===== config.mk =====
export PLATFORM = sky130hd
export DESIGN_NAME = spirv_header_scanner_unit_flat
export DESIGN_NICKNAME = d
export VERILOG_FILES = /design/src/spirv_hs_pkg.sv /design/src/spirv_hs_if.sv /design/src/spirv_header_scanner_unit.sv /design/src/spirv_hs_step.sv /design/src/spirv_hs_emit.sv /design/src/flat_wrapper.sv
export SDC_FILE = /design/constraint.sdc
export NUM_CORES = 1
export LEC_CHECK = 0
export ABC_AREA = 0
export BUFFER_PORTS_ARGS = -buffer_cell sky130_fd_sc_hd__clkbuf_2
export CELL_PAD_IN_SITES_DETAIL_PLACEMENT = 1
export CELL_PAD_IN_SITES_GLOBAL_PLACEMENT = 1
export CORE_MARGIN = 4
export CORE_UTILIZATION = 25
export CTS_BUF_LIST = sky130_fd_sc_hd__clkbuf_16
export DETAILED_ROUTE_END_ITERATION = 8
export PLACE_DENSITY_LB_ADDON = 0.2
export RECOVER_POWER = 100
export SETUP_SLACK_MARGIN = 0.3
export SLEW_MARGIN = 20
export SYNTH_ARGS = -nofsm -noshare
export SYNTH_HDL_FRONTEND = slang
export SYNTH_HIERARCHICAL = 1
export SYNTH_SLANG_ARGS = --single-unit
export TNS_END_PERCENT = 1

===== constraint.sdc =====
create_clock -name clk -period 8 [get_ports clk]
set_clock_uncertainty 0.1 [all_clocks]
set_input_delay 1.6 -clock clk [delete_from_list [all_inputs] [get_ports clk]]
set_output_delay 1.6 -clock clk [all_outputs]
set_load 0.02 [all_outputs]

===== src/spirv_hs_pkg.sv =====
package spirv_hs_pkg;

	localparam int unsigned HEADER_WORDS_DEF = 5;
	localparam logic [31:0] SPV_MAGIC        = 32'h0723_0203;

	localparam logic [15:0] OP_ENTRY_POINT = 16'd15;
	localparam logic [15:0] OP_CAPABILITY  = 16'd17;
	localparam logic [15:0] OP_FUNCTION    = 16'd54;

	// record kinds
	localparam logic [2:0] K_CAP      = 3'd0;
	localparam logic [2:0] K_MODEL    = 3'd1;
	localparam logic [2:0] K_BYTE     = 3'd2;
	localparam logic [2:0] K_NAME_END = 3'd3;
	localparam logic [2:0] K_OK       = 3'd4;
	localparam logic [2:0] K_FAIL     = 3'd5;

	// fail codes
	localparam logic [31:0] E_SHORT   = 32'd0;
	localparam logic [31:0] E_MAGIC   = 32'd1;
	localparam logic [31:0] E_ZERO    = 32'd2;
	localparam logic [31:0] E_OVERRUN = 32'd3;

	// most records one word can produce: four name bytes, name end, ok
	localparam int unsigned MAX_RECS = 6;
	localparam int unsigned REC_IDX_W = $clog2(MAX_RECS);
	localparam int unsigned REC_CNT_W = $clog2(MAX_RECS + 1);

	typedef enum logic [3:0] {
		PH_HEADER = 4'b0001,
		PH_START  = 4'b0010,
		PH_BODY   = 4'b0100,
		PH_DONE   = 4'b1000
	} phase_t;

	typedef struct packed {
		phase_t      phase;
		logic [2:0]  header_pos;
		logic        magic_bad;
		logic [15:0] words_left;
		logic [15:0] operand_pos;
		logic [15:0] cur_opcode;
		logic        name_open;
		logic        stop_after_inst;
	} state_t;

	localparam state_t ST_RESET = '{
		phase:           PH_HEADER,
		header_pos:      3'd0,
		magic_bad:       1'b0,
		words_left:      16'd0,
		operand_pos:     16'd0,
		cur_opcode:      16'd0,
		name_open:       1'b0,
		stop_after_inst: 1'b0
	};

	typedef struct packed {
		logic [2:0]  kind;
		logic [31:0] value;
	} rec_t;

	typedef struct packed {
		rec_t [MAX_RECS-1:0]  recs;
		logic [REC_CNT_W-1:0] cnt;
	} bundle_t;

endpackage


===== src/spirv_hs_if.sv =====
// Module word channel.
interface spirv_hs_word_if;
	logic        valid;
	logic        ready;
	logic [31:0] word;
	logic        final_word;

	modport source (output valid, word, final_word, input ready);
	modport sink   (input valid, word, final_word, output ready);
endinterface

// Record channel.
interface spirv_hs_rec_if;
	logic        valid;
	logic        ready;
	logic [2:0]  rec_kind;
	logic [31:0] rec_value;
	logic        run_last;

	modport source (output valid, rec_kind, rec_value, run_last, input ready);
	modport sink   (input valid, rec_kind, rec_value, run_last, output ready);
endinterface


===== src/spirv_header_scanner_unit.sv =====
// Channel | Dir | Payload                          | Accept
// words   | in  | word[31:0], final_word           | valid & ready
// recs    | out | rec_kind[2:0], rec_value[31:0],  | valid & ready
//         |     | run_last                         |
//
// One module word is accepted per cycle while the record buffer keeps up.
// A word waits in the input register, then its records (0..6) leave the
// record buffer one per cycle while recs is ready; a word with k > 1 records
// holds the input side until its last record leaves. The single output port
// of the record buffer sets that limit.
// arst_n clears the parser state and empties both stages.
// A stall on recs backs up into words only once the input register is full.
module spirv_header_scanner_unit #(
	parameter int unsigned HEADER_WORDS = spirv_hs_pkg::HEADER_WORDS_DEF
) (
	input  logic           clk,
	input  logic           arst_n,
	spirv_hs_word_if.sink  words,
	spirv_hs_rec_if.source recs
);

	// input register
	logic                  valid_s1;
	logic [31:0]           word_s1;
	logic                  final_s1;

	// word in s1 is decoded and handed to the record buffer this cycle
	logic                  fire;
	logic                  free;
	spirv_hs_pkg::bundle_t bundle;

	assign fire        = valid_s1 && free;
	assign words.ready = !valid_s1 || fire;

	always_ff @(posedge clk) begin
		if (words.valid && words.ready) begin
			word_s1  <= words.word;
			final_s1 <= words.final_word;
		end
	end

	always_ff @(posedge clk or negedge arst_n) begin
		if (!arst_n) begin
			valid_s1 <= 1'b0;
		end else if (words.valid && words.ready) begin
			valid_s1 <= 1'b1;
		end else if (fire) begin
			valid_s1 <= 1'b0;
		end
	end

	// header check, instruction walk, record decode; state advances on fire
	spirv_hs_step #(
		.HEADER_WORDS (HEADER_WORDS)
	) u_step (
		.clk        (clk),
		.arst_n     (arst_n),
		.fire       (fire),
		.word       (word_s1),
		.final_word (final_s1),
		.bundle     (bundle)
	);

	// the bundle is loaded as the previous one's last record leaves, or while the buffer is empty
	spirv_hs_emit u_emit (
		.clk    (clk),
		.arst_n (arst_n),
		.load   (fire),
		.bundle (bundle),
		.free   (free),
		.recs   (recs)
	);

endmodule


===== src/spirv_hs_step.sv =====
// Parser state and the per-word decode into a bundle of records.
module spirv_hs_step #(
	parameter int unsigned HEADER_WORDS = spirv_hs_pkg::HEADER_WORDS_DEF
) (
	input  logic                  clk,
	input  logic                  arst_n,
	input  logic                  fire,
	input  logic [31:0]           word,
	input  logic                  final_word,
	output spirv_hs_pkg::bundle_t bundle
);

	localparam logic [3:0] HDR_LEN = 4'(HEADER_WORDS);

	spirv_hs_pkg::state_t st_q;
	spirv_hs_pkg::state_t st_nx;

	always_comb begin
		logic [3:0]                           hp_inc;
		logic                                 mb;
		logic [15:0]                          wc;
		logic [15:0]                          op;
		logic [15:0]                          wl_dec;
		logic [7:0]                           c;
		logic                                 open_v;
		logic [spirv_hs_pkg::REC_CNT_W-1:0]   n;

		st_nx  = st_q;
		bundle = '0;
		n      = '0;
		hp_inc = {1'b0, st_q.header_pos} + 4'd1;
		mb     = st_q.magic_bad |
			((st_q.header_pos == 3'd0) && (word != spirv_hs_pkg::SPV_MAGIC));
		wc     = word[31:16];
		op     = word[15:0];
		wl_dec = st_q.words_left - 16'd1;
		c      = '0;
		open_v = st_q.name_open;

		case (st_q.phase)
			spirv_hs_pkg::PH_HEADER: begin
				st_nx.magic_bad = mb;
				if (hp_inc >= HDR_LEN) begin
					if (mb) begin
						bundle.recs[n[spirv_hs_pkg::REC_IDX_W-1:0]] =
							'{spirv_hs_pkg::K_FAIL, spirv_hs_pkg::E_MAGIC};
						n = n + 1'b1;
						st_nx.phase = spirv_hs_pkg::PH_DONE;
					end else if (final_word) begin
						bundle.recs[n[spirv_hs_pkg::REC_IDX_W-1:0]] =
							'{spirv_hs_pkg::K_OK, 32'd0};
						n = n + 1'b1;
						st_nx.phase = spirv_hs_pkg::PH_DONE;
					end else begin
						st_nx.phase = spirv_hs_pkg::PH_START;
					end
				end else if (final_word) begin
					bundle.recs[n[spirv_hs_pkg::REC_IDX_W-1:0]] =
						'{spirv_hs_pkg::K_FAIL, spirv_hs_pkg::E_SHORT};
					n = n + 1'b1;
					st_nx.phase = spirv_hs_pkg::PH_DONE;
				end else begin
					st_nx.header_pos = hp_inc[2:0];
				end
			end
			spirv_hs_pkg::PH_START: begin
				if (wc == 16'd0) begin
					bundle.recs[n[spirv_hs_pkg::REC_IDX_W-1:0]] =
						'{spirv_hs_pkg::K_FAIL, spirv_hs_pkg::E_ZERO};
					n = n + 1'b1;
					st_nx.phase = spirv_hs_pkg::PH_DONE;
				end else if (wc == 16'd1) begin
					if ((op == spirv_hs_pkg::OP_FUNCTION) || final_word) begin
						bundle.recs[n[spirv_hs_pkg::REC_IDX_W-1:0]] =
							'{spirv_hs_pkg::K_OK, 32'd0};
						n = n + 1'b1;
						st_nx.phase = spirv_hs_pkg::PH_DONE;
					end
				end else if (final_word) begin
					bundle.recs[n[spirv_hs_pkg::REC_IDX_W-1:0]] =
						'{spirv_hs_pkg::K_FAIL, spirv_hs_pkg::E_OVERRUN};
					n = n + 1'b1;
					st_nx.phase = spirv_hs_pkg::PH_DONE;
				end else begin
					st_nx.words_left      = wc - 16'd1;
					st_nx.operand_pos     = '0;
					st_nx.cur_opcode      = op;
					st_nx.name_open       = 1'b0;
					st_nx.stop_after_inst = (op == spirv_hs_pkg::OP_FUNCTION);
					st_nx.phase           = spirv_hs_pkg::PH_BODY;
				end
			end
			spirv_hs_pkg::PH_BODY: begin
				if ((st_q.cur_opcode == spirv_hs_pkg::OP_CAPABILITY) &&
					(st_q.operand_pos == 16'd0)) begin
					bundle.recs[n[spirv_hs_pkg::REC_IDX_W-1:0]] =
						'{spirv_hs_pkg::K_CAP, word};
					n = n + 1'b1;
				end else if (st_q.cur_opcode == spirv_hs_pkg::OP_ENTRY_POINT) begin
					if ((st_q.operand_pos == 16'd0) && (st_q.words_left >= 16'd3)) begin
						bundle.recs[n[spirv_hs_pkg::REC_IDX_W-1:0]] =
							'{spirv_hs_pkg::K_MODEL, word};
						n = n + 1'b1;
						open_v = 1'b1;
					end else if ((st_q.operand_pos >= 16'd2) && open_v) begin
						// name bytes, low byte first, stop at NUL
						for (int i = 0; i < 4; i++) begin
							if (open_v) begin
								c = word[8*i +: 8];
								if (c == 8'd0) begin
									bundle.recs[n[spirv_hs_pkg::REC_IDX_W-1:0]] =
										'{spirv_hs_pkg::K_NAME_END, 32'd0};
									open_v = 1'b0;
								end else begin
									bundle.recs[n[spirv_hs_pkg::REC_IDX_W-1:0]] =
										'{spirv_hs_pkg::K_BYTE, {24'd0, c}};
								end
								n = n + 1'b1;
							end
						end
					end
				end
				st_nx.words_left  = wl_dec;
				st_nx.operand_pos = st_q.operand_pos + 16'd1;
				if (wl_dec == 16'd0) begin
					if (open_v) begin
						bundle.recs[n[spirv_hs_pkg::REC_IDX_W-1:0]] =
							'{spirv_hs_pkg::K_NAME_END, 32'd0};
						n = n + 1'b1;
						open_v = 1'b0;
					end
					if (st_q.stop_after_inst || final_word) begin
						bundle.recs[n[spirv_hs_pkg::REC_IDX_W-1:0]] =
							'{spirv_hs_pkg::K_OK, 32'd0};
						n = n + 1'b1;
						st_nx.phase = spirv_hs_pkg::PH_DONE;
					end else begin
						st_nx.phase = spirv_hs_pkg::PH_START;
					end
				end else if (final_word) begin
					bundle.recs[n[spirv_hs_pkg::REC_IDX_W-1:0]] =
						'{spirv_hs_pkg::K_FAIL, spirv_hs_pkg::E_OVERRUN};
					n = n + 1'b1;
					st_nx.phase = spirv_hs_pkg::PH_DONE;
				end
				st_nx.name_open = open_v;
			end
			default: begin
				// done: words ignored until the final one
			end
		endcase

		if (final_word) begin
			st_nx = spirv_hs_pkg::ST_RESET;
		end
		bundle.cnt = n;
	end

	always_ff @(posedge clk or negedge arst_n) begin
		if (!arst_n) begin
			st_q <= spirv_hs_pkg::ST_RESET;
		end else if (fire) begin
			st_q <= st_nx;
		end
	end

endmodule


===== src/spirv_hs_emit.sv =====
// Record buffer: holds one word's bundle, plays it out one record per ready cycle.
module spirv_hs_emit (
	input  logic                  clk,
	input  logic                  arst_n,
	input  logic                  load,
	input  spirv_hs_pkg::bundle_t bundle,
	output logic                  free,
	spirv_hs_rec_if.source        recs
);

	spirv_hs_pkg::rec_t [spirv_hs_pkg::MAX_RECS-1:0] recs_q;
	logic [spirv_hs_pkg::REC_CNT_W-1:0]               cnt_q;
	logic [spirv_hs_pkg::REC_IDX_W-1:0]               rd_q;
	logic [spirv_hs_pkg::REC_IDX_W-1:0]               last_idx;
	logic                                             last;
	logic                                             take;

	assign last_idx = cnt_q[spirv_hs_pkg::REC_IDX_W-1:0] - 1'b1;
	assign last = (rd_q == last_idx);
	assign take = recs.valid && recs.ready;
	assign free = !recs.valid || (take && last);

	assign recs.valid     = (cnt_q != '0);
	assign recs.rec_kind  = recs_q[rd_q].kind;
	assign recs.rec_value = recs_q[rd_q].value;
	assign recs.run_last  = last;

	always_ff @(posedge clk) begin
		if (load) begin
			recs_q <= bundle.recs;
		end
	end

	always_ff @(posedge clk or negedge arst_n) begin
		if (!arst_n) begin
			cnt_q <= '0;
			rd_q  <= '0;
		end else if (load) begin
			cnt_q <= bundle.cnt;
			rd_q  <= '0;
		end else if (take) begin
			if (last) begin
				cnt_q <= '0;
				rd_q  <= '0;
			end else begin
				rd_q <= rd_q + 1'b1;
			end
		end
	end

endmodule


===== src/flat_wrapper.sv =====
// flat-port wrapper written by rule: the top's interface ports become plain ports
module spirv_header_scanner_unit_flat 
#(
	parameter int unsigned HEADER_WORDS = spirv_hs_pkg::HEADER_WORDS_DEF
)
  (clk, arst_n, words_valid, words_word, words_final_word, words_ready, recs_valid, recs_rec_kind, recs_rec_value, recs_run_last, recs_ready);
  spirv_hs_word_if words_i ();
  spirv_hs_rec_if recs_i ();
  input  logic clk;
  input  logic arst_n;
  input wire logic [$bits(words_i.valid)-1:0] words_valid;
  input wire logic [$bits(words_i.word)-1:0] words_word;
  input wire logic [$bits(words_i.final_word)-1:0] words_final_word;
  output wire logic [$bits(words_i.ready)-1:0] words_ready;
  output wire logic [$bits(recs_i.valid)-1:0] recs_valid;
  output wire logic [$bits(recs_i.rec_kind)-1:0] recs_rec_kind;
  output wire logic [$bits(recs_i.rec_value)-1:0] recs_rec_value;
  output wire logic [$bits(recs_i.run_last)-1:0] recs_run_last;
  input wire logic [$bits(recs_i.ready)-1:0] recs_ready;
  assign words_i.valid = words_valid;
  assign words_i.word = words_word;
  assign words_i.final_word = words_final_word;
  assign words_ready = words_i.ready;
  assign recs_valid = recs_i.valid;
  assign recs_rec_kind = recs_i.rec_kind;
  assign recs_rec_value = recs_i.rec_value;
  assign recs_run_last = recs_i.run_last;
  assign recs_i.ready = recs_ready;
  spirv_header_scanner_unit #(.HEADER_WORDS(HEADER_WORDS)) u_core (.clk(clk), .arst_n(arst_n), .words(words_i), .recs(recs_i));
endmodule

==> out/results.tsv <==
stage	metric	value	unit
power	power_density	304	nW/µm²
yosys	synthArstFlopShare	21.1	%
clocking	cts_tree	done	
placement	dpl_cell_area	16500	µm²
clocking	cts_buffers	38	
clocking	clk_pin_slew	0.06	ns
yosys	synth-edff-count	243	
sta	min_period_over_period	76.3	%
route	vias_per_cell	4.47	
sta	tns	0	ns
layout	fin_nets	1445	
power	vdd_drop_max	0.000120	V
clocking	clockBufferDepth	3	
sta	final_hold_viol_count	0	
die	initial_utilization	25.4	%
die	die_x	259	µm
sta	rsz0062_at_grt	no	
global_route	antenna_found_initial	3	
global_route	grt_first_pass_wirelength	65800	µm
clocking	ctsResizeCount	0	
global_route	grt_overflow	0	
sta	setup_viol	0	
die	rows	91	
worst_setup_path	worstPathRequired	6.30	ns
layout	drive_gt1_share	10.2	%
route	wirelength	42800	µm
yosys	syn_area	15800	µm²
route	drc	0	
sta	fmax	0.164	GHz
power	leakagePower	6.57	nW
placement	post-dp-hpwl	29400	µm
route	drtIter0Drc	552	
sta	worst_pin_slew	3.99	ns
run	drv_cap	4	
global_route	grt_max_degree	84	
layout	n_antenna_cell	0	
yosys	synthesis.instances	1325	
sta	finalCriticalPeriod	6.11	ns
run_status	failed_checks	capacitance limit, slew limit	
die	dieHeight	259	µm
worst_setup_path	critPathLaunchType	register	
sta	final-max-slew-violation-count	151	
worst_setup_path	critPathMaxFanout	39	
yosys	ys_top_cells_by_area	edfxtp_1 46%, dfrtp_1 10%, buf_4 6.9%	
yosys	synth_seq_cells	308	
placement	port-buffer-count	74	
clocking	cts_setup_buffers	0	
worst_setup_path	worst_setup_path_end_kind	primary output	
worst_setup_path	arrival	4.41	ns
clocking	ctsHoldBuffers	0	
sta	maxSlewHeadroom	-166	%
die	die-area	67300	µm²
layout	final_common_cell	edfxtp_1	
clocking	clock_latency	0.55	ns
layout	final_area	17500	µm²
yosys	avgSynthCellArea	11.9	µm²
run_status	status	complete, but fails checks	
route	num_vias	10100	
clocking	htreeDepth	2	
clocking	cts.sinks	308	
yosys	ys_warn_count	6	
placement	place.gp.congestion	0.769	
yosys	synth_top_area_share	46.2	%
layout	areaGrowthSynthToFinish	11.0	%
route	avgRoutedWirePerCell	19.0	µm
worst_setup_path	crit_type	reg -> out	
global_route	grt_usage	12.6	%
yosys	yosys.area.top_type	edfxtp_1	
clocking	root_buffer	clkbuf_16	
route	dr.pass1.iters	4	
die	coreArea	62200	µm²
yosys	synthFlopType	edfxtp_1	
hold_path	min_path_type	reg -> reg	
yosys	ys_seq_area_share	56.5	%
yosys	yosys.cell_types.count	81	
layout	layout_common_cells	243 x edfxtp_1, 137 x conb_1, 104 x nand2_1	
die	num_io_pins	75	
global_route	grt_pass1_vias	10600	
route	ant_nets	0	
==> cell usage after synthesis, types with 23 or more instances <==
cell      number
o21ai_0       94
a21oi_1       39
mux4_2        35
buf_4        146
o22ai_1       38
nor2_1        87
mux2i_1       47
and3_1        50
nor3_1        23
nand2_1      104
clkbuf_1      41
edfxtp_1     243
inv_1         59
dfrtp_1       64
==> per-layer routing <==
metal	global-route usage (%)	wire, µm	vias to the layer above	part of all wire (%)
met1	17.9	20700	5109	48
met2	20.2	19800	173	46
met4	2.91	648	0	1.5
met3	2.09	1650	44	3.9
met5	0	0	-	0
li1	-	-	4738	-
==> flip-flops by register name (all words and copies together) (netlist names) <==
name and count:
u_core/u_emit/cnt_q 3, u_core/valid_s1 1, u_core/u_step/st_q 58, u_core/final_s1 1, u_core/word_s1 32, u_core/u_emit/rd_q 3, u_core/u_emit/recs_q 210
==> cell type report <==
cell class | count | area (µm²)
inverter | 59 | 221
tap | 837 | 1050
sequential | 308 | 8930
fill | 6947 | 44600
clock inverter | 28 | 176
clock buffer | 39 | 976
multi-input combinational | 891 | 5770
timing repair buffer | 90 | 420
==> cells by family after synthesis <==
family / after synthesis / share of synthesized area [%]
compound gates: 231 / 8.78
xor+xnor: 26 / 1.66
fa+ha+maj: 20 / 1.58
buf+inv: 261 / 9.89
flops: 308 / 56.5
mux: 87 / 8.33
other cells: 2 / 0.0476
simple gates: 390 / 13.2
==> worst paths after layout <==
kind	slack, ns	to	startpoint	cells after the start
setup / recovery	1.89	recs_rec_kind[0]	u_core/u_emit/rd_q[1]	4
setup reg to reg	2.20	u_core/u_emit/recs_q[3]	u_core/u_step/st_q[41]	12
min in group asynchronous	2.46	u_core/u_step/st_q[41]	arst_n	2
hold reg to reg	0.39	u_core/u_step/st_q[13]	u_core/u_step/st_q[13]	2
hold / removal	0.39	u_core/u_step/st_q[13]	u_core/u_step/st_q[13]	2
max in group asynchronous	2.53	u_core/u_emit/rd_q[0]	arst_n	2
==> power by group <==
| part | leakage, nW | switching [mW] | internal (mW) | total (mW) |
|---|---|---|---|---|
| registers | 3.26 | 0.253 | 2.16 | 2.41 |
| logic | 2.72 | 0.843 | 0.462 | 1.31 |
| clock network | 0.595 | 0.665 | 0.944 | 1.61 |
==> critical path, stage by stage, from the launching register on <==
cell and delay, ns:
dfrtp_2 0.34, clkbuf_1 1.88, nand2b_2 1.06, o22ai_1 0.30, clkbuf_1 0.25
==> metrics by stage <==
step           util (%)  power [mW]  hold WS [ns]  cells  worst slack (ns)
6_report           28.2        5.33         0.389   2252              1.89
5_1_grt            28.2        5.67         0.420   2252              1.54
4_1_cts            28.4        5.48         0.390   2252              2.90
3_5_place_dp       26.6        3.83         0.378   2185              3.30
3_3_place_gp       26.6        3.80         0.364   2184              3.22
2_1_floorplan         -        3.40         0.342   1460              2.23
No activity file was read; power rests on OpenSTA's default activity.
